## src/rtl/msp_pkg.sv

```systemverilog
// Shared types, codes and the CRC-8 (0xD5) byte update for the MSP frame parser.
// No dependencies; imported by every module of the parser.
`default_nettype none

package msp_pkg;

  localparam int unsigned ByteW = 8;
  localparam int unsigned WordW = 16;
  localparam int unsigned KindW = 2;
  localparam int unsigned TdataW = 64;

  localparam logic [WordW-1:0] MaxPayloadReset = 16'd1024;

  localparam logic [ByteW-1:0] ChSync    = 8'h24; // '$'
  localparam logic [ByteW-1:0] ChV1      = 8'h4D; // 'M'
  localparam logic [ByteW-1:0] ChV2      = 8'h58; // 'X'
  localparam logic [ByteW-1:0] ChFromFc  = 8'h3E; // '>'
  localparam logic [ByteW-1:0] ChToFc    = 8'h3C; // '<'
  localparam logic [ByteW-1:0] ChUnsup   = 8'h21; // '!'
  localparam logic [ByteW-1:0] JumboMark = 8'hFF;
  localparam logic [ByteW-1:0] CrcPoly   = 8'hD5;

  typedef enum logic [KindW-1:0] {
    KIND_PAYLOAD  = 2'd0,
    KIND_GOOD     = 2'd1,
    KIND_BAD      = 2'd2,
    KIND_OVERSIZE = 2'd3
  } kind_t;

  typedef enum logic [16:0] {
    ST_IDLE       = 17'b00000000000000001,
    ST_PROTO      = 17'b00000000000000010,
    ST_DIR_V1     = 17'b00000000000000100,
    ST_DIR_V2     = 17'b00000000000001000,
    ST_FLAG_V2    = 17'b00000000000010000,
    ST_LEN_V1     = 17'b00000000000100000,
    ST_CODE_V1    = 17'b00000000001000000,
    ST_CODE_JUMBO = 17'b00000000010000000,
    ST_JLEN_LO    = 17'b00000000100000000,
    ST_JLEN_HI    = 17'b00000001000000000,
    ST_CODE_V2_LO = 17'b00000010000000000,
    ST_CODE_V2_HI = 17'b00000100000000000,
    ST_LEN_V2_LO  = 17'b00001000000000000,
    ST_LEN_V2_HI  = 17'b00010000000000000,
    ST_PAYLOAD    = 17'b00100000000000000,
    ST_CHECK_V1   = 17'b01000000000000000,
    ST_CHECK_V2   = 17'b10000000000000000
  } parse_state_t;

  // One result item as produced by the parse core.
  typedef struct packed {
    kind_t            kind;
    logic             version;
    logic             direction;
    logic             unsupported;
    logic [WordW-1:0] command;
    logic [WordW-1:0] payload_length;
    logic [ByteW-1:0] data_byte;
    logic [WordW-1:0] byte_index;
  } result_t;

  // Status of the parse core seen by the top level.
  typedef struct packed {
    parse_state_t state;
    logic         in_frame;
  } core_status_t;

  // CRC-8 with polynomial 0xD5, one byte, MSB first.
  function automatic logic [ByteW-1:0] crc_d5(input logic [ByteW-1:0] crc,
                                              input logic [ByteW-1:0] b);
    logic [ByteW-1:0] c;
    c = crc ^ b;
    for (int i = 0; i < ByteW; i++) begin
      if (c[ByteW-1]) begin
        c = {c[ByteW-2:0], 1'b0} ^ CrcPoly;
      end else begin
        c = {c[ByteW-2:0], 1'b0};
      end
    end
    return c;
  endfunction

endpackage

`default_nettype wire

```

## src/rtl/msp_in_reg.sv

```systemverilog
// Input register stage of the MSP frame parser: holds one received byte.
// Depends on msp_pkg for widths.
`default_nettype none

module msp_in_reg
  import msp_pkg::*;
(
  input  wire logic             clk,
  input  wire logic             rst,
  input  wire logic             s_axis_tvalid,
  output logic                  s_axis_tready,
  input  wire logic [ByteW-1:0] s_axis_tdata,
  input  wire logic             advance,
  output logic                  byte_valid,
  output logic      [ByteW-1:0] rx_byte
);

  // The stage may refill in the same cycle that its byte moves on.
  assign s_axis_tready = !byte_valid || advance;

  always_ff @(posedge clk) begin
    if (rst) begin
      byte_valid <= 1'b0;
    end else if (s_axis_tvalid && s_axis_tready) begin
      byte_valid <= 1'b1;
    end else if (advance) begin
      byte_valid <= 1'b0;
    end
  end

  always_ff @(posedge clk) begin
    if (s_axis_tvalid && s_axis_tready) begin
      rx_byte <= s_axis_tdata;
    end
  end

endmodule

`default_nettype wire

```

## src/rtl/msp_parse_core.sv

```systemverilog
// Frame state machine, check sums and length limit of the MSP frame parser.
// Depends on msp_pkg for the state codes, result type and CRC function.
`default_nettype none

module msp_parse_core
  import msp_pkg::*;
(
  input  wire logic             clk,
  input  wire logic             rst,
  input  wire logic             cfg_wr_en,
  input  wire logic [WordW-1:0] cfg_wr_data,
  input  wire logic             step,
  input  wire logic [ByteW-1:0] rx_byte,
  output logic                  res_valid,
  output result_t               res,
  output core_status_t          status
);

  parse_state_t     parse_state, parse_state_next;
  logic             is_v2, is_v2_next;
  logic             is_jumbo, is_jumbo_next;
  logic             dir_bit, dir_bit_next;
  logic             unsup_bit, unsup_bit_next;
  logic [WordW-1:0] cmd_code, cmd_code_next;
  logic [WordW-1:0] expected_len, expected_len_next;
  logic [WordW-1:0] received_count, received_count_next;
  logic [ByteW-1:0] xor_sum, xor_sum_next;
  logic [ByteW-1:0] running_crc, running_crc_next;
  logic [WordW-1:0] max_payload;

  kind_t            kind;
  logic [ByteW-1:0] data_out;
  logic [WordW-1:0] index_out;
  logic [WordW-1:0] count_inc;
  logic [ByteW-1:0] crc_upd;
  logic             len_done;
  parse_state_t     check_state;

  assign crc_upd     = crc_d5(running_crc, rx_byte);
  assign count_inc   = received_count + 16'd1;
  assign check_state = is_v2 ? ST_CHECK_V2 : ST_CHECK_V1;

  always_comb begin
    parse_state_next    = parse_state;
    is_v2_next          = is_v2;
    is_jumbo_next       = is_jumbo;
    dir_bit_next        = dir_bit;
    unsup_bit_next      = unsup_bit;
    cmd_code_next       = cmd_code;
    expected_len_next   = expected_len;
    received_count_next = received_count;
    xor_sum_next        = xor_sum;
    running_crc_next    = running_crc;
    res_valid           = 1'b0;
    kind                = KIND_PAYLOAD;
    data_out            = '0;
    index_out           = '0;
    len_done            = 1'b0;

    case (parse_state)
      ST_IDLE: begin
        if (rx_byte == ChSync) begin
          parse_state_next = ST_PROTO;
        end
      end
      ST_PROTO: begin
        is_jumbo_next       = 1'b0;
        cmd_code_next       = '0;
        expected_len_next   = '0;
        received_count_next = '0;
        xor_sum_next        = '0;
        running_crc_next    = '0;
        if (rx_byte == ChV1) begin
          is_v2_next       = 1'b0;
          parse_state_next = ST_DIR_V1;
        end else if (rx_byte == ChV2) begin
          is_v2_next       = 1'b1;
          parse_state_next = ST_DIR_V2;
        end else begin
          parse_state_next = ST_IDLE;
        end
      end
      ST_DIR_V1, ST_DIR_V2: begin
        unsup_bit_next = 1'b0;
        if (rx_byte == ChFromFc) begin
          dir_bit_next = 1'b1;
        end else if (rx_byte == ChToFc) begin
          dir_bit_next = 1'b0;
        end else if (rx_byte == ChUnsup) begin
          unsup_bit_next = 1'b1;
        end
        parse_state_next = (parse_state == ST_DIR_V1) ? ST_LEN_V1 : ST_FLAG_V2;
      end
      ST_FLAG_V2: begin
        running_crc_next = crc_d5('0, rx_byte);
        parse_state_next = ST_CODE_V2_LO;
      end
      ST_CODE_V2_LO: begin
        cmd_code_next    = {8'd0, rx_byte};
        running_crc_next = crc_upd;
        parse_state_next = ST_CODE_V2_HI;
      end
      ST_CODE_V2_HI: begin
        cmd_code_next    = {rx_byte, cmd_code[ByteW-1:0]};
        running_crc_next = crc_upd;
        parse_state_next = ST_LEN_V2_LO;
      end
      ST_LEN_V2_LO: begin
        expected_len_next = {8'd0, rx_byte};
        running_crc_next  = crc_upd;
        parse_state_next  = ST_LEN_V2_HI;
      end
      ST_LEN_V2_HI: begin
        expected_len_next = {rx_byte, expected_len[ByteW-1:0]};
        running_crc_next  = crc_upd;
        len_done          = 1'b1;
      end
      ST_LEN_V1: begin
        xor_sum_next = rx_byte;
        if (rx_byte == JumboMark) begin
          is_jumbo_next     = 1'b1;
          expected_len_next = '0;
          parse_state_next  = ST_CODE_JUMBO;
        end else begin
          expected_len_next = {8'd0, rx_byte};
          parse_state_next  = ST_CODE_V1;
        end
      end
      ST_CODE_V1: begin
        cmd_code_next = {8'd0, rx_byte};
        xor_sum_next  = xor_sum ^ rx_byte;
        len_done      = 1'b1;
      end
      ST_CODE_JUMBO: begin
        cmd_code_next    = {8'd0, rx_byte};
        xor_sum_next     = xor_sum ^ rx_byte;
        parse_state_next = ST_JLEN_LO;
      end
      ST_JLEN_LO: begin
        expected_len_next = {8'd0, rx_byte};
        xor_sum_next      = xor_sum ^ rx_byte;
        parse_state_next  = ST_JLEN_HI;
      end
      ST_JLEN_HI: begin
        expected_len_next = {rx_byte, expected_len[ByteW-1:0]};
        xor_sum_next      = xor_sum ^ rx_byte;
        len_done          = 1'b1;
      end
      ST_PAYLOAD: begin
        xor_sum_next        = xor_sum ^ rx_byte;
        running_crc_next    = crc_upd;
        received_count_next = count_inc;
        if (count_inc >= expected_len) begin
          parse_state_next = check_state;
        end
        res_valid = 1'b1;
        kind      = KIND_PAYLOAD;
        data_out  = rx_byte;
        index_out = received_count;
      end
      ST_CHECK_V1: begin
        parse_state_next = ST_IDLE;
        res_valid        = 1'b1;
        kind             = (xor_sum == rx_byte) ? KIND_GOOD : KIND_BAD;
      end
      ST_CHECK_V2: begin
        parse_state_next = ST_IDLE;
        res_valid        = 1'b1;
        kind             = (running_crc == rx_byte) ? KIND_GOOD : KIND_BAD;
      end
      default: begin
        parse_state_next = ST_IDLE;
      end
    endcase

    // Once the command and length are known, enforce the limit and pick the
    // next phase; a zero length skips straight to the check byte.
    if (len_done) begin
      if (expected_len_next > max_payload) begin
        parse_state_next = ST_IDLE;
        res_valid        = 1'b1;
        kind             = KIND_OVERSIZE;
      end else begin
        received_count_next = '0;
        parse_state_next    = (expected_len_next == '0) ? check_state : ST_PAYLOAD;
      end
    end
  end

  // Result fields carry the frame header as it stands after this byte.
  always_comb begin
    res.kind           = kind;
    res.version        = is_v2_next;
    res.direction      = dir_bit_next;
    res.unsupported    = unsup_bit_next;
    res.command        = cmd_code_next;
    res.payload_length = expected_len_next;
    res.data_byte      = data_out;
    res.byte_index     = index_out;
  end

  assign status.state    = parse_state;
  assign status.in_frame = (parse_state != ST_IDLE);

  always_ff @(posedge clk) begin
    if (rst) begin
      parse_state    <= ST_IDLE;
      is_v2          <= 1'b0;
      is_jumbo       <= 1'b0;
      dir_bit        <= 1'b0;
      unsup_bit      <= 1'b0;
      cmd_code       <= '0;
      expected_len   <= '0;
      received_count <= '0;
      xor_sum        <= '0;
      running_crc    <= '0;
    end else if (step) begin
      parse_state    <= parse_state_next;
      is_v2          <= is_v2_next;
      is_jumbo       <= is_jumbo_next;
      dir_bit        <= dir_bit_next;
      unsup_bit      <= unsup_bit_next;
      cmd_code       <= cmd_code_next;
      expected_len   <= expected_len_next;
      received_count <= received_count_next;
      xor_sum        <= xor_sum_next;
      running_crc    <= running_crc_next;
    end
  end

  always_ff @(posedge clk) begin
    if (rst) begin
      max_payload <= MaxPayloadReset;
    end else if (cfg_wr_en) begin
      max_payload <= cfg_wr_data;
    end
  end

endmodule

`default_nettype wire

```

## src/rtl/msp_out_reg.sv

```systemverilog
// Result register of the MSP frame parser: holds one result item for the sink.
// Depends on msp_pkg for the result type and bus widths.
`default_nettype none

module msp_out_reg
  import msp_pkg::*;
(
  input  wire logic              clk,
  input  wire logic              rst,
  input  wire logic              load,
  input  wire result_t           res,
  output logic                   space,
  output logic                   m_axis_tvalid,
  input  wire logic              m_axis_tready,
  output logic      [TdataW-1:0] m_axis_tdata,
  output logic      [KindW-1:0]  m_axis_tuser
);

  // Room for a new item when empty or when the held item leaves this cycle.
  assign space = !m_axis_tvalid || m_axis_tready;

  always_ff @(posedge clk) begin
    if (rst) begin
      m_axis_tvalid <= 1'b0;
    end else if (load) begin
      m_axis_tvalid <= 1'b1;
    end else if (m_axis_tready) begin
      m_axis_tvalid <= 1'b0;
    end
  end

  always_ff @(posedge clk) begin
    if (load) begin
      m_axis_tuser <= res.kind;
      m_axis_tdata <= {5'd0, res.byte_index, res.data_byte, res.payload_length,
                       res.command, res.unsupported, res.direction, res.version};
    end
  end

endmodule

`default_nettype wire

```

## src/rtl/msp_frame_parser_unit.sv

```systemverilog
// Top level of the MSP v1/v2 frame parser: input register, parse core and
// result register. Depends on msp_pkg, msp_in_reg, msp_parse_core, msp_out_reg.
// Each accepted byte waits in the input register and steps the parse core; any
// result item then goes to the result register. Throughput: one byte per cycle;
// a held result item whose sink is not ready stalls byte input until it leaves.
// Reset (rst, synchronous, active high) empties both registers, returns the
// parser to idle and sets max_payload to 1024.
`default_nettype none

module msp_frame_parser_unit
  import msp_pkg::*;
(
  input  wire logic              clk,
  input  wire logic              rst,
  // Configuration: max_payload.
  input  wire logic              cfg_wr_en,
  input  wire logic [WordW-1:0]  cfg_wr_data,
  // Received bytes.
  input  wire logic              s_axis_tvalid,
  output logic                   s_axis_tready,
  input  wire logic [ByteW-1:0]  s_axis_tdata,   // [7:0] rx_byte
  // Result items.
  output logic                   m_axis_tvalid,
  input  wire logic              m_axis_tready,
  // [0] version, [1] direction, [2] unsupported, [18:3] command,
  // [34:19] payload_length, [42:35] data_byte, [58:43] byte_index, rest zero
  output logic      [TdataW-1:0] m_axis_tdata,
  output logic      [KindW-1:0]  m_axis_tuser    // [1:0] kind
);

  logic             byte_valid;
  logic [ByteW-1:0] rx_byte;
  logic             out_space;
  logic             step;
  logic             res_valid;
  result_t          res;
  core_status_t     core_status;

  // The held byte steps the parser whenever the result register has room, so
  // every byte, with or without a result, waits for that room.
  assign step = byte_valid && out_space;

  msp_in_reg u_in_reg (
    .clk           (clk),
    .rst           (rst),
    .s_axis_tvalid (s_axis_tvalid),
    .s_axis_tready (s_axis_tready),
    .s_axis_tdata  (s_axis_tdata),
    .advance       (step),
    .byte_valid    (byte_valid),
    .rx_byte       (rx_byte)
  );

  msp_parse_core u_core (
    .clk         (clk),
    .rst         (rst),
    .cfg_wr_en   (cfg_wr_en),
    .cfg_wr_data (cfg_wr_data),
    .step        (step),
    .rx_byte     (rx_byte),
    .res_valid   (res_valid),
    .res         (res),
    .status      (core_status)
  );

  msp_out_reg u_out_reg (
    .clk           (clk),
    .rst           (rst),
    .load          (step && res_valid),
    .res           (res),
    .space         (out_space),
    .m_axis_tvalid (m_axis_tvalid),
    .m_axis_tready (m_axis_tready),
    .m_axis_tdata  (m_axis_tdata),
    .m_axis_tuser  (m_axis_tuser)
  );

  // The parser state register is one-hot at all times.
  a_state_onehot: assert property (@(posedge clk) disable iff (rst)
    $onehot(core_status.state))
    else $error("parse state is not one-hot");

  // A result is never produced while the parser sits idle on the prior byte.
  a_no_result_from_idle: assert property (@(posedge clk) disable iff (rst)
    (step && !core_status.in_frame) |-> !res_valid)
    else $error("result produced from idle state");

  // Verdict and drop items carry zero data byte and index.
  a_verdict_zero: assert property (@(posedge clk) disable iff (rst)
    (m_axis_tvalid && m_axis_tuser != KIND_PAYLOAD) |->
      (m_axis_tdata[58:35] == 24'd0))
    else $error("verdict item with nonzero data fields");

  // A payload byte index always lies inside the declared length.
  a_index_in_range: assert property (@(posedge clk) disable iff (rst)
    (m_axis_tvalid && m_axis_tuser == KIND_PAYLOAD) |->
      (m_axis_tdata[58:43] < m_axis_tdata[34:19]))
    else $error("payload byte index beyond declared length");

endmodule

`default_nettype wire
```

## config.mk

```make
export PLATFORM = sky130hd
export DESIGN_NAME = msp_frame_parser_unit
export DESIGN_NICKNAME = d
export VERILOG_FILES = /design/src/rtl/msp_pkg.sv /design/src/rtl/msp_in_reg.sv /design/src/rtl/msp_parse_core.sv /design/src/rtl/msp_out_reg.sv /design/src/rtl/msp_frame_parser_unit.sv
export SDC_FILE = /design/constraint.sdc
export NUM_CORES = 1
export LEC_CHECK = 0
export ABC_CLOCK_PERIOD_IN_PS = 5600
export BUFFER_PORTS_ARGS = -buffer_cell sky130_fd_sc_hd__buf_2
export CORE_MARGIN = 5
export CORE_UTILIZATION = 45
export DETAILED_ROUTE_END_ITERATION = 10
export GPL_TIMING_DRIVEN = 0
export PLACE_DENSITY = 0.73
export SLEW_MARGIN = 20
export SYNTH_ARGS = -nofsm -noshare
export SYNTH_HDL_FRONTEND = slang
export SYNTH_SLANG_ARGS = --single-unit
```

## constraint.sdc

```tcl
create_clock -name clk -period 5.6 [get_ports clk]
set_input_delay 0.84 -clock clk [delete_from_list [all_inputs] [get_ports clk]]
set_output_delay 0.84 -clock clk [all_outputs]
set_load 0.01 [all_outputs]
```

# After elaboration in Yosys (flattened, before gate mapping)
# Cells that the tools add are included.
# word_totals
regBits	171
in_bits	29
out_inout_bits	68
word_cells	154
# classes
add_sub_neg	1
magnitude_cmp	2
eq_ne	29
n_mux	65
bitwise	18
reduce_logical	23
# op_table
op	count
17-bit case mux with 12 select lines	1
8-bit 2-to-1 mux	25
17-bit 2-to-1 mux	7
5-bit NOT	16
16-bit case mux with 4 select lines	1
16-bit case mux with 3 select lines	1
8-bit case mux with 3 select lines	2
8-bit by 6-bit == test with 1-bit output, second input constant	4
16-bit 2-to-1 mux	2
16-bit case mux with 2 select lines	1
1-bit 2-to-1 mux	18
17-bit by 1-bit == test with 1-bit output, second input constant	1
17-bit by 10-bit == test with 1-bit output, second input constant	1
17-bit by 11-bit == test with 1-bit output, second input constant	1
17-bit by 12-bit == test with 1-bit output, second input constant	1
17-bit by 13-bit == test with 1-bit output, second input constant	1
17-bit by 14-bit == test with 1-bit output, second input constant	1
17-bit by 15-bit == test with 1-bit output, second input constant	1
17-bit by 16-bit == test with 1-bit output, second input constant	1
17-bit == test, second input constant	1
17-bit by 2-bit == test with 1-bit output, second input constant	1
17-bit by 3-bit == test with 1-bit output, second input constant	1
17-bit by 4-bit == test with 1-bit output, second input constant	1
17-bit by 5-bit == test with 1-bit output, second input constant	1
other kinds (28)	47

# Longest topological paths before layout
# Gate-level depths: netlist of the first run.
# depth
depth_word	24
depth_mapped	18
mapped_depth_nobuf	14

# By module
# From an unflattened synthesis of the first run, not the netlist that was laid out.
# hier_totals
hier_cells	940
hier_area_um2	9146.3
# modules_own_cells
module	instances	cells_each	area_each_um2
msp_parse_core	1	854	6919.1
msp_out_reg	1	71	1919.3
msp_in_reg	1	13	295.3
msp_frame_parser_unit	1	2	12.5

# Worst setup path after synthesis of the first run
# Ideal clock, no wire load.
# synth_path
path_kind	register -> register
from	register u_core.parse_state[6]
to	register u_out_reg.m_axis_tdata[0] (enable)
arrival_time_ns	5.671
setup_slack_ns	-0.551
path_stages_with_launch	16
n_path_buf	3
synth_period_minus_slack_ns	6.151
path_cell_list	dfxtp_1 -> nor4_4 -> nand4_4 -> or3_1 -> buf_6 -> and3_4 -> buf_6 -> buf_6 -> a22o_4 -> ha_1 -> and4_1 -> nand4_1 -> o22ai_1 -> nor3b_1 -> nor2_1 -> nor2_1
# synth_lines
element	line_no	source
start: declaration	msp_parse_core.sv:19	parse_state_t parse_state, parse_state_next;
start signal: assignment	msp_parse_core.sv:218	parse_state <= parse_state_next;
end signal: assignment	msp_out_reg.sv:35	m_axis_tdata <= {5'd0, res.byte_index, res.data_byte, res.payload_length,
end: declaration	msp_out_reg.sv:15	output logic [TdataW-1:0] m_axis_tdata,

==> impl_summary.log, run 1 <==
INFO  metric status = finished clean
INFO  metric post_cts_buffers = 0
INFO  metric synth-seq-cells = 171
INFO  metric floorplan.core_area = 0.02017 mm²
INFO  metric cts_hold_buf = 0
INFO  metric setup.worst_path.end = u_core.received_count[12]
INFO  metric layout.cells.most_common_list = 102 x sky130_fd_sc_hd__dfxtp_1, 99 x sky130_fd_sc_hd__nor2_1, 96 x sky130_fd_sc_hd__buf_2
INFO  metric p_comb_frac = 0.087
INFO  metric layout_worst_path_cycle_share = 0.9072
INFO  metric grt-ovfl-total = 0
INFO  metric io_buffers = 90
INFO  metric vias = 7,721
INFO  metric powerDensity = 255.7 mW/mm²
INFO  metric cts_num_sinks = 171
INFO  metric r2r-end = u_core.received_count[12]
INFO  metric clockBufferDepth = 2
INFO  metric met3_length = 1.742 mm
INFO  metric insertedDiodeCount = 0
INFO  metric grt_antenna_before_repair = 0
INFO  metric layout.cells.most_common = sky130_fd_sc_hd__dfxtp_1
INFO  metric slew_headroom = 0.3756
INFO  metric avgSynthCellArea = 9.399 µm²
INFO  metric finalCoreUtilization = 0.5263
INFO  metric floorplan.initialDensity = 0.4553
INFO  metric power.sequential.fraction = 0.485
INFO  metric detail_route.wl_per_cell = 17.67 µm
INFO  metric multi_input_area = 0.004587 mm²
INFO  metric peakVddDrop = 207.3 µV
INFO  metric drt-vias-per-instance = 5.615
INFO  metric critPathMaxFanout = 10
INFO  metric fill_cells = 1,844
INFO  metric unrepaired_setup_endpoints_after_global_routing = false
INFO  metric critPathCaptureType = flop
INFO  metric cts-root-buf = sky130_fd_sc_hd__clkbuf_16
INFO  metric largest_area_contributor_in_the_netlist = sky130_fd_sc_hd__edfxtp_1
INFO  metric synth_area = 0.009183 mm²
INFO  metric post_cts.resized_instances = 0
INFO  metric power.switching = 0.6820 mW
INFO  metric grt_usage = 0.2054
INFO  metric m1WireLength = 10.52 mm
INFO  metric drive_above_1_share = 0.1493
INFO  metric timing_worst_slew_pin_value = 0.9366 ns
INFO  metric maxSlewViolCount = 0
INFO  metric post_synth_main_area_contributors = sky130_fd_sc_hd__edfxtp_1 23%, sky130_fd_sc_hd__dfxtp_1 22%, sky130_fd_sc_hd__ha_1 5.0%, sky130_fd_sc_hd__nor2_1 4.1%, sky130_fd_sc_hd__nand2_1 3.7%
INFO  metric edff_count_synth = 69
INFO  metric worstPathArrival = 5.35 ns
INFO  metric wl = 24.30 mm
INFO  metric drc = 0
INFO  metric io_pins = 97
INFO  metric p_clk_frac = 0.427
INFO  metric rr_worst_depth = 18
INFO  metric clock_buffer_count_from_cts = 17
INFO  metric die_area = 0.02336 mm²
INFO  metric die-width = 152.9 µm
INFO  metric cts_tree = yes
INFO  metric power_leakage = 4.022 nW
INFO  metric timing.final.setup_violations = 0
INFO  metric clock_insertion_delay_worst_skew = 0.43 ns
INFO  metric area_growth_syn_to_layout = 15.60%
INFO  metric worst_setup_hold_path_clk_slew = 0.07 ns
INFO  metric antenna_violating_nets_post_route = 0
INFO  metric post-synth-top-area-fraction = 0.2256
INFO  metric detail_route.iter0.violations = 770
INFO  metric maxcap_violations = 0
INFO  metric register_to_register_setup_slack = 0.52 ns
INFO  metric met2_length = 11.33 mm
INFO  metric highest_layer = met4
INFO  metric area.sequential = 0.004114 mm²
INFO  metric grt_max_degree = 30
INFO  metric number_of_global_route_vias_before_repair = 7,258
INFO  metric h_tree_lvls = 4
INFO  metric timing.fmax = 196.8 MHz
INFO  metric internal_power = 2.032 mW
INFO  metric regToRegStartpoint = u_core.parse_state[4]
INFO  metric path_class = reg2reg
INFO  metric ys_types = 72
INFO  metric grt_first_pass_wirelength = 38.55 mm
INFO  metric firstDrtPassIters = 6
INFO  metric post-dp-hpwl = 17.82 mm
INFO  metric finalCriticalPeriod = 5.080 ns
INFO  metric synth.yosys.seq_area_share = 0.4480
INFO  metric fin_worst_skew = 0.009507 ns
INFO  metric synth_ff_type = sky130_fd_sc_hd__dfxtp_1
INFO  metric finalHoldViolCount = 0
INFO  metric hold_path_class = reg2reg
INFO  metric postSynth.asyncResetShare = 0
INFO  metric setup_slack = 0.5195 ns
INFO  metric globalplace.congestion = 0.9279
INFO  metric crit_path_start = u_core.parse_state[4]
INFO  metric die_height = 152.9 µm
INFO  metric power_switching_share = 0.2513
INFO  metric worst-endpoint-required = 5.87 ns
INFO  metric synthesized_instance_count = 977
INFO  metric num_rows = 52
INFO  metric timing.critical_path.from_type = flop
INFO  metric place_worst_setup_slack = 0.6323 ns
INFO  metric finalNetCount = 1,158
INFO  metric yosys_warnings = 0
[worst min path at each step]
stage / start / endpoint / slack (ns) / cells past startpoint
global placement: u_core.dir_bit / u_core.dir_bit / 0.44 / 2
global route: u_core.unsup_bit / u_core.unsup_bit / 0.48 / 2
detailed placement: u_core.dir_bit / u_core.dir_bit / 0.45 / 2
floorplan: u_core.dir_bit / u_core.dir_bit / 0.43 / 2
CTS: u_core.dir_bit / u_core.dir_bit / 0.46 / 2
finish: u_core.unsup_bit / u_core.unsup_bit / 0.46 / 2
[metal layers]
metal  vias to the layer above  global-route usage
met1                      3668              0.2777
met5                         -                   0
met4                         0             0.07510
met3                        50             0.04382
met2                       295              0.3264
li1                       3708                   -
[critical path, stage by stage, from the launching register on]
cell,delay (ns)
sky130_fd_sc_hd__dfxtp_1,0.35
sky130_fd_sc_hd__nor4_2,0.55
sky130_fd_sc_hd__nand4_1,0.22
sky130_fd_sc_hd__or3b_1,0.40
sky130_fd_sc_hd__buf_2,0.21
sky130_fd_sc_hd__and3_4,0.18
sky130_fd_sc_hd__buf_6,0.13
sky130_fd_sc_hd__buf_6,0.15
sky130_fd_sc_hd__nand3_1,0.10
sky130_fd_sc_hd__nand2_1,0.10
sky130_fd_sc_hd__ha_1,0.35
sky130_fd_sc_hd__a211o_1,0.32
sky130_fd_sc_hd__a21oi_1,0.10
sky130_fd_sc_hd__o21ai_0,0.11
sky130_fd_sc_hd__a311oi_1,0.62
sky130_fd_sc_hd__o21ai_0,0.28
sky130_fd_sc_hd__nand2_1,0.15
sky130_fd_sc_hd__clkbuf_1,0.44
sky130_fd_sc_hd__a221oi_1,0.15
[area by class of cell]
| type | count | share of cell area |
|---|---|---|
| Tap cell | 270 | 0.03182 |
| Inverter | 48 | 0.01697 |
| Buffer | 70 | 0.03112 |
| Clock buffer | 20 | 0.04208 |
| Timing Repair Buffer | 92 | 0.04620 |
| Clock inverter | 12 | 0.01214 |
| Sequential cell | 171 | 0.3876 |
| Multi-Input combinational cell | 692 | 0.4321 |
[cells in the mapped netlist (all sizes together) (2+ instances only)]
cell     count
buf         19
and4         3
a221oi       3
a21oi       52
dfxtp      102
edfxtp      69
nor3        11
o2111ai      8
nor2b        5
o21a         9
ha          37
clkbuf      51
o211ai       2
or3          4
xor2        28
a22oi       14
a211oi      16
a31oi        9
a21o         7
nand2       91
o31ai        3
nand2b      22
o2bb2ai      2
mux2         2
nor3b        6
mux2i       24
nand3       27
and2        23
inv         48
nor4        17
or2          6
nor2       100
a311oi      13
a2111oi      3
or4          2
o21ai       34
nand4       15
a22o        15
o221ai       2
and3        13
xnor2       38
o211a        8
o32a         3
[through the flow]
step           cells  power, mW  cell area [µm²]  hold slack (ns)  TNS, ns
4_1_cts         1375      2.725            10620           0.4561        0
5_1_grt         1375      2.813            10620           0.4818        0
3_5_place_dp    1343      1.576            10040           0.4481        0
2_1_floorplan    981      1.509             9200           0.4329        0
6_report        1375      2.714            10620           0.4575        0
3_3_place_gp    1341      1.570             9988           0.4408   -59.81
[power groups by stage]
stage / Clock, mW / Sequential, mW / Combinational (mW)
finish: 1.16 / 1.32 / 0.237
global route: 1.23 / 1.32 / 0.260
CTS: 1.17 / 1.32 / 0.234
detailed placement: 0 / 1.35 / 0.231
global placement: 0 / 1.34 / 0.226
floorplan: 0 / 1.34 / 0.166
[flip-flops by register name (all words and copies together) (netlist names)]
signal and count:
u_core.expected_len 16, u_core.parse_state 17, u_out_reg.m_axis_tuser 2, u_in_reg.byte_valid 1, u_out_reg.m_axis_tvalid 1, u_core.cmd_code 16
u_core.is_v2 1, u_out_reg.m_axis_tdata 59, u_core.max_payload 16, u_core.unsup_bit 1, u_in_reg.rx_byte 8, u_core.received_count 16
u_core.running_crc 8, u_core.xor_sum 8, u_core.dir_bit 1
[cells by family after synthesis]
family / share of synthesized area
buffers and inverters: 0.05559
AND/OR/NAND/NOR: 0.1931
flip-flops: 0.4480
XOR/XNOR: 0.06295
other: 0.0004084
AO/OA/AOI/OAI: 0.1609
multiplexers: 0.02861
adder cells (fa/ha/maj): 0.05042
Note: power is estimated with default switching activity, not from simulation.
==> run 2, diff against run 1 <==
Settings changed: ABC_CLOCK_PERIOD_IN_PS 5600 to 5550, PLACE_DENSITY 0.73 to 0.71.
Clock period 5.6 ns to 5.55 ns, I/O delays scaled along.
==> run 2 against run 1 <==
  * Sequential cell count is the same
  * Worst setup slack lost 0.0032 ns
  * Clock-buffer cell count shrank 3
  * Global-route usage grew 0.12 points
  * Via count shrank 0.13%
  * Die area is the same
  * Routed wire length shrank 0.67%
  * Largest power group unchanged
==> impl_summary.log, run 2 (synthesis results as in run 1) <==
INFO  metric register_to_register_setup_slack = 0.52 ns
INFO  metric die_height = 152.9 µm
INFO  metric timing.critical_path.max_delay_family = simple AND/OR/NAND/NOR gates
INFO  metric r2r-end = u_core.received_count[14]
INFO  metric maxcap_violations = 0
INFO  metric layout.cells.most_common_list = 102 x sky130_fd_sc_hd__dfxtp_1, 99 x sky130_fd_sc_hd__nor2_1, 96 x sky130_fd_sc_hd__buf_2
INFO  metric firstDrtPassIters = 6
INFO  metric power_leakage = 4.019 nW
INFO  metric finalNetCount = 1,158
INFO  metric die_area = 0.02336 mm²
INFO  metric worst-endpoint-required = 5.82 ns
INFO  metric vias = 7,711
INFO  metric dpl-instance-area = 0.01004 mm²
INFO  metric critical_path.slowest_cell = sky130_fd_sc_hd__a311oi_1
INFO  metric drive_above_1_share = 0.1511
INFO  metric clock_insertion_delay_worst_skew = 0.44 ns
INFO  metric placed_cells = 1,343
INFO  metric number_of_global_route_vias_before_repair = 7,314
INFO  metric post-dp-hpwl = 17.59 mm
INFO  metric detail_route.iter0.violations = 686
INFO  metric grt_usage = 0.2066
INFO  metric clockBufferDepth = 2
INFO  metric path_depth = 18
INFO  metric worst_path_bufs_invs = 4
INFO  metric fin_worst_skew = 0.01114 ns
INFO  metric regToRegStartpoint = u_core.parse_state[4]
INFO  metric grt_antenna_before_repair = 0
INFO  metric post_cts.resized_instances = 0
INFO  metric io_pins = 97
INFO  metric timing_worst_slew_pin_value = 0.8909 ns
INFO  metric grt-ovfl-total = 0
INFO  metric reg.largest.list = u_out_reg.m_axis_tdata (59), u_core.parse_state (17)
INFO  metric rr_worst_depth = 18
INFO  metric maxSlewViolCount = 0
INFO  metric finalHoldViolCount = 0
INFO  metric powerDensity = 255.4 mW/mm²
INFO  metric post_layout_nonfiller_instances = 1,375
INFO  metric post_cts_buffers = 0
INFO  metric h_tree_lvls = 4
INFO  metric path_cells = nor4_2, nand4_1, or3b_1, buf_2, and3_4, buf_6, buf_6, nand3_1, nand2_1, ha_1, a211o_1, a21oi_1, o21ai_0, a311oi_1, o21ai_0, nand2_1, clkbuf_1, a221oi_1
INFO  metric worstPathArrival = 5.31 ns
INFO  metric clock_buffer_count_from_cts = 17
INFO  metric cts_hold_buf = 0
INFO  metric critPathMaxFanout = 10
INFO  metric finalPower = 2.705 mW
INFO  metric timing.fmax = 198.7 MHz
INFO  metric grt_first_pass_wirelength = 38.93 mm
INFO  metric fin_area = 0.01059 mm²
INFO  metric status = finished clean
INFO  metric cts_num_sinks = 171
INFO  metric layout_worst_path_cycle_share = 0.9070
INFO  metric cts-root-buf = sky130_fd_sc_hd__clkbuf_16
INFO  metric critPathCaptureType = flop
INFO  metric globalplace.congestion = 0.9312
INFO  metric largest_register_ffs = 59
INFO  metric grt_max_degree = 32
INFO  metric setup.worst_path.end = u_core.received_count[14]
INFO  metric hold_path_depth = 2
INFO  metric floorplan.initialDensity = 0.4553
INFO  metric slew_headroom = 0.3998
INFO  metric top_register = u_out_reg.m_axis_tdata
INFO  metric worst_setup_hold_path_clk_slew = 0.07 ns
INFO  metric drt-vias-per-instance = 5.608
INFO  metric path_class = reg2reg
INFO  metric hold_path_class = reg2reg
INFO  metric critical-path-max-stage-delay = 0.56 ns
INFO  metric layout.cells.most_common = sky130_fd_sc_hd__dfxtp_1
INFO  metric finalCriticalPeriod = 5.034 ns
INFO  metric cts_tree = yes
INFO  metric peakVddDrop = 204.4 µV
INFO  metric timing.final.setup_violations = 0
INFO  metric die-width = 152.9 µm
INFO  metric num_rows = 52
INFO  metric crit_path_start = u_core.parse_state[4]
INFO  metric drc = 0
INFO  metric insertedDiodeCount = 0
INFO  metric floorplan.core_area = 0.02017 mm²
INFO  metric timing.critical_path.from_type = flop
INFO  metric detail_route.wl_per_cell = 17.55 µm
INFO  metric area_growth_syn_to_layout = 15.36%
INFO  metric wl = 24.14 mm
INFO  metric unrepaired_setup_endpoints_after_global_routing = false
INFO  metric io_buffers = 90
INFO  metric antenna_violating_nets_post_route = 0
[run 2: routing by layer]
metal | GRT usage | vias up | routed length [µm]
li1 | - | 3719 | -
met1 | 0.2766 | 3637 | 10510
met2 | 0.3323 | 295 | 11200
met3 | 0.03421 | 60 | 1568
met4 | 0.08825 | 0 | 850
met5 | 0 | - | 0
[run 2: worst reg2reg max path: cells and delay by family (launching register included)]
family	cells	cell delay, ns
AND/OR/NAND/NOR	7	1.69
buffers and inverters	4	0.90
adder cells (fa/ha/maj)	1	0.34
flip-flops	1	0.35
AO/OA/AOI/OAI	6	1.59
[run 2: how the worst min path moves through the flow]
stage | from | end | slack [ns]
finish | u_core.unsup_bit | u_core.unsup_bit | 0.46
CTS | u_core.unsup_bit | u_core.unsup_bit | 0.46
global route | u_core.unsup_bit | u_core.unsup_bit | 0.48
floorplan | u_core.dir_bit | u_core.dir_bit | 0.43
detailed placement | u_core.unsup_bit | u_core.unsup_bit | 0.45
global placement | u_core.dir_bit | u_core.dir_bit | 0.44
[run 2: final cells by class]
cell class,instances,area (µm²)
Tap cell,270,337.8
Buffer,70,330.3
Sequential cell,171,4114
Fill cell,1886,9577
Clock inverter,15,127.6
Timing Repair Buffer,92,490.5
Inverter,48,180.2
Multi-Input combinational cell,692,4587
Clock buffer,17,425.4
[run 2: report_power, final]
part	leakage [nW]	internal, mW	switching (mW)	total [mW]
sequential	1.38	1.32	0.0110	1.33
combinational	2.36	0.0882	0.149	0.237
clock	0.273	0.590	0.549	1.14
[run 2: through the flow]
step | utilization | setup TNS (ns) | setup slack, ns | hold WS (ns)
detailed placement | 0.4978 | 0 | 0.5979 | 0.4514
floorplan | - | 0 | 0.4207 | 0.4329
global route | 0.5252 | 0 | 0.2676 | 0.4841
global placement | 0.4952 | -64.32 | -1.059 | 0.4415
CTS | 0.5252 | 0 | 0.5647 | 0.4609
finish | 0.5252 | 0 | 0.5163 | 0.4571
==> run 3, diff against run 2 <==
Settings changed: CORE_UTILIZATION 45 to 59, PLACE_DENSITY 0.71 to 0.87.
==> run 3 against run 2 <==
  * Final cell count decreased by 4.2%
  * Die area is 22% lower
  * Critical path depth unchanged
  * Hold slack improved by 0.0051 ns
  * Sequential share of layout area increased by 0.097 points
  * Worst setup slack lost 0.013 ns
  * Register-to-register slack barely moved
  * Total power rose by 2.2%
  * Combinational power is essentially flat
  * Clock power rose by 5%
  * Global-route usage up 6.2 points
  * Sequential power barely moved
==> impl_summary.log, run 3 (synthesis results as in run 1) <==
INFO  metric status = finished clean
INFO  metric largest_register_ffs = 59
INFO  metric slew_headroom = 0.2614
INFO  metric maxcap_violations = 0
INFO  metric placed_cells = 1,285
INFO  metric post_cts.resized_instances = 0
INFO  metric worstPathArrival = 5.33 ns
INFO  metric clockBufferDepth = 2
INFO  metric layout.cells.most_common_list = 102 x sky130_fd_sc_hd__dfxtp_1, 99 x sky130_fd_sc_hd__nor2_1, 96 x sky130_fd_sc_hd__buf_2
INFO  metric timing.fmax = 198.2 MHz
INFO  metric timing.critical_path.from_type = flop
INFO  metric insertedDiodeCount = 0
INFO  metric peakVddDrop = 227.8 µV
INFO  metric drive_above_1_share = 0.1501
INFO  metric powerDensity = 261.6 mW/mm²
INFO  metric worst_setup_hold_path_clk_slew = 0.07 ns
INFO  metric io_buffers = 90
INFO  metric dpl-instance-area = 0.009981 mm²
INFO  metric maxSlewViolCount = 0
INFO  metric area.sequential = 0.004114 mm²
INFO  metric grt_max_degree = 31
INFO  metric final.setup.tns = 0 ns
INFO  metric finalNetCount = 1,159
INFO  metric number_of_global_route_vias_before_repair = 7,668
INFO  metric power_leakage = 4.042 nW
INFO  metric multi_input_area = 0.004587 mm²
INFO  metric globalplace.congestion = 0.9771
INFO  metric drc = 0
INFO  metric fin_area = 0.01057 mm²
INFO  metric wl = 24.42 mm
INFO  metric rr_worst_depth = 18
INFO  metric critPathCaptureType = flop
INFO  metric grt_usage = 0.2687
INFO  metric cts-root-buf = sky130_fd_sc_hd__clkbuf_16
INFO  metric grt_antenna_before_repair = 0
INFO  metric die_area = 0.01816 mm²
INFO  metric clock_insertion_delay_worst_skew = 0.44 ns
INFO  metric path_class = reg2reg
INFO  metric timing_worst_slew_pin_value = 1.099 ns
INFO  metric hold_path_depth = 2
INFO  metric reg.largest.list = u_out_reg.m_axis_tdata (59), u_core.parse_state (17)
INFO  metric fin_worst_skew = 0.009495 ns
INFO  metric cts_num_sinks = 171
INFO  metric clock_buffer_count_from_cts = 17
INFO  metric h_tree_lvls = 4
INFO  metric unrepaired_setup_endpoints_after_global_routing = false
INFO  metric vias = 8,006
INFO  metric post_layout_nonfiller_instances = 1,317
INFO  metric post-dp-hpwl = 17.65 mm
INFO  metric io_pins = 97
INFO  metric firstDrtPassIters = 7
INFO  metric post_cts_buffers = 0
INFO  metric drt-vias-per-instance = 6.079
INFO  metric finalHoldViolCount = 0
INFO  metric detail_route.wl_per_cell = 18.54 µm
INFO  metric num_rows = 45
INFO  metric floorplan.initialDensity = 0.6018
INFO  metric area_growth_syn_to_layout = 15.07%
INFO  metric fill_cells = 1,125
INFO  metric top_register = u_out_reg.m_axis_tdata
INFO  metric floorplan.core_area = 0.01526 mm²
INFO  metric grt_first_pass_wirelength = 38.87 mm
INFO  metric finalCriticalPeriod = 5.046 ns
INFO  metric timing.final.setup_violations = 0
INFO  metric antenna_violating_nets_post_route = 0
INFO  metric worst-endpoint-required = 5.83 ns
INFO  metric die-width = 134.8 µm
INFO  metric detail_route.iter0.violations = 863
INFO  metric die_height = 134.8 µm
INFO  metric cts_tree = yes
INFO  metric layout_worst_path_cycle_share = 0.9093
INFO  metric layout.cells.most_common = sky130_fd_sc_hd__dfxtp_1
INFO  metric critPathMaxFanout = 10
INFO  metric hold_path_class = reg2reg
INFO  metric cts_hold_buf = 0
INFO  metric grt-ovfl-total = 0
[run 3: cell count changes in the layout (fill, tap and decap cells not counted), sizes merged]
cell / before / now
clkinvlp: 2 / 1
buf: 111 / 112
bufinv: 0 / 2
clkinv: 3 / 6
inv: 58 / 54
[run 3: routing by layer]
layer | track usage | up-vias | routed length (µm)
met2 | 0.4461 | 402 | 11550
met3 | 0.05589 | 81 | 2101
li1 | - | 3710 | -
met5 | 0 | - | 0
met1 | 0.3389 | 3813 | 9851
met4 | 0.1205 | 0 | 915
[run 3: path summary, 6_finish.rpt]
path | startpoint | endpoint | slack [ns]
min reg2reg | u_core.unsup_bit | u_core.unsup_bit | 0.46
max | u_core.parse_state[4] | u_core.received_count[5] | 0.50
min | u_core.unsup_bit | u_core.unsup_bit | 0.46
max reg2reg | u_core.parse_state[4] | u_core.received_count[5] | 0.50
[run 3: layout make-up]
class,instances,area share
Inverter,48,0.01705
Sequential cell,171,0.3893
Tap cell,211,0.02499
Timing Repair Buffer,93,0.04784
Clock inverter,15,0.01516
Buffer,70,0.03126
Clock buffer,17,0.04026
Multi-Input combinational cell,692,0.4341
[run 3: power by group]
| group | total (mW) | internal [mW] | switching [mW] | leakage, nW |
|---|---|---|---|---|
| Combinational | 0.238 | 0.0885 | 0.150 | 2.37 |
| Clock | 1.20 | 0.671 | 0.525 | 0.287 |
| Sequential | 1.33 | 1.32 | 0.0117 | 1.38 |
[run 3: through the flow]
| step | hold WS [ns] | utilization | total power [mW] | setup WS (ns) |
|---|---|---|---|---|
| floorplan | 0.4329 | - | 1.522 | 0.4207 |
| global placement | 0.4386 | 0.6498 | 1.579 | -0.6083 |
| detailed placement | 0.4543 | 0.6541 | 1.588 | 0.5501 |
| CTS | 0.4633 | 0.6925 | 2.759 | 0.5401 |
| global route | 0.4823 | 0.6925 | 2.845 | 0.01160 |
| finish | 0.4623 | 0.6925 | 2.764 | 0.5036 |
[run 3: critical path: stages (launching register included)]
cell                       delay, ns
sky130_fd_sc_hd__dfxtp_1        0.35
sky130_fd_sc_hd__nor4_2         0.51
sky130_fd_sc_hd__nand4_1        0.22
sky130_fd_sc_hd__or3b_1         0.40
sky130_fd_sc_hd__buf_2          0.21
sky130_fd_sc_hd__and3_4         0.18
sky130_fd_sc_hd__buf_6          0.13
sky130_fd_sc_hd__buf_6          0.14
sky130_fd_sc_hd__nand3_1        0.09
sky130_fd_sc_hd__nand2_1        0.10
sky130_fd_sc_hd__ha_1           0.34
sky130_fd_sc_hd__a211o_1        0.31
sky130_fd_sc_hd__a21oi_1        0.11
sky130_fd_sc_hd__o21ai_0        0.11
sky130_fd_sc_hd__a311oi_1       0.57
sky130_fd_sc_hd__o21ai_0        0.33
sky130_fd_sc_hd__nand2_1        0.18
sky130_fd_sc_hd__clkbuf_1       0.43
sky130_fd_sc_hd__a311oi_1       0.16
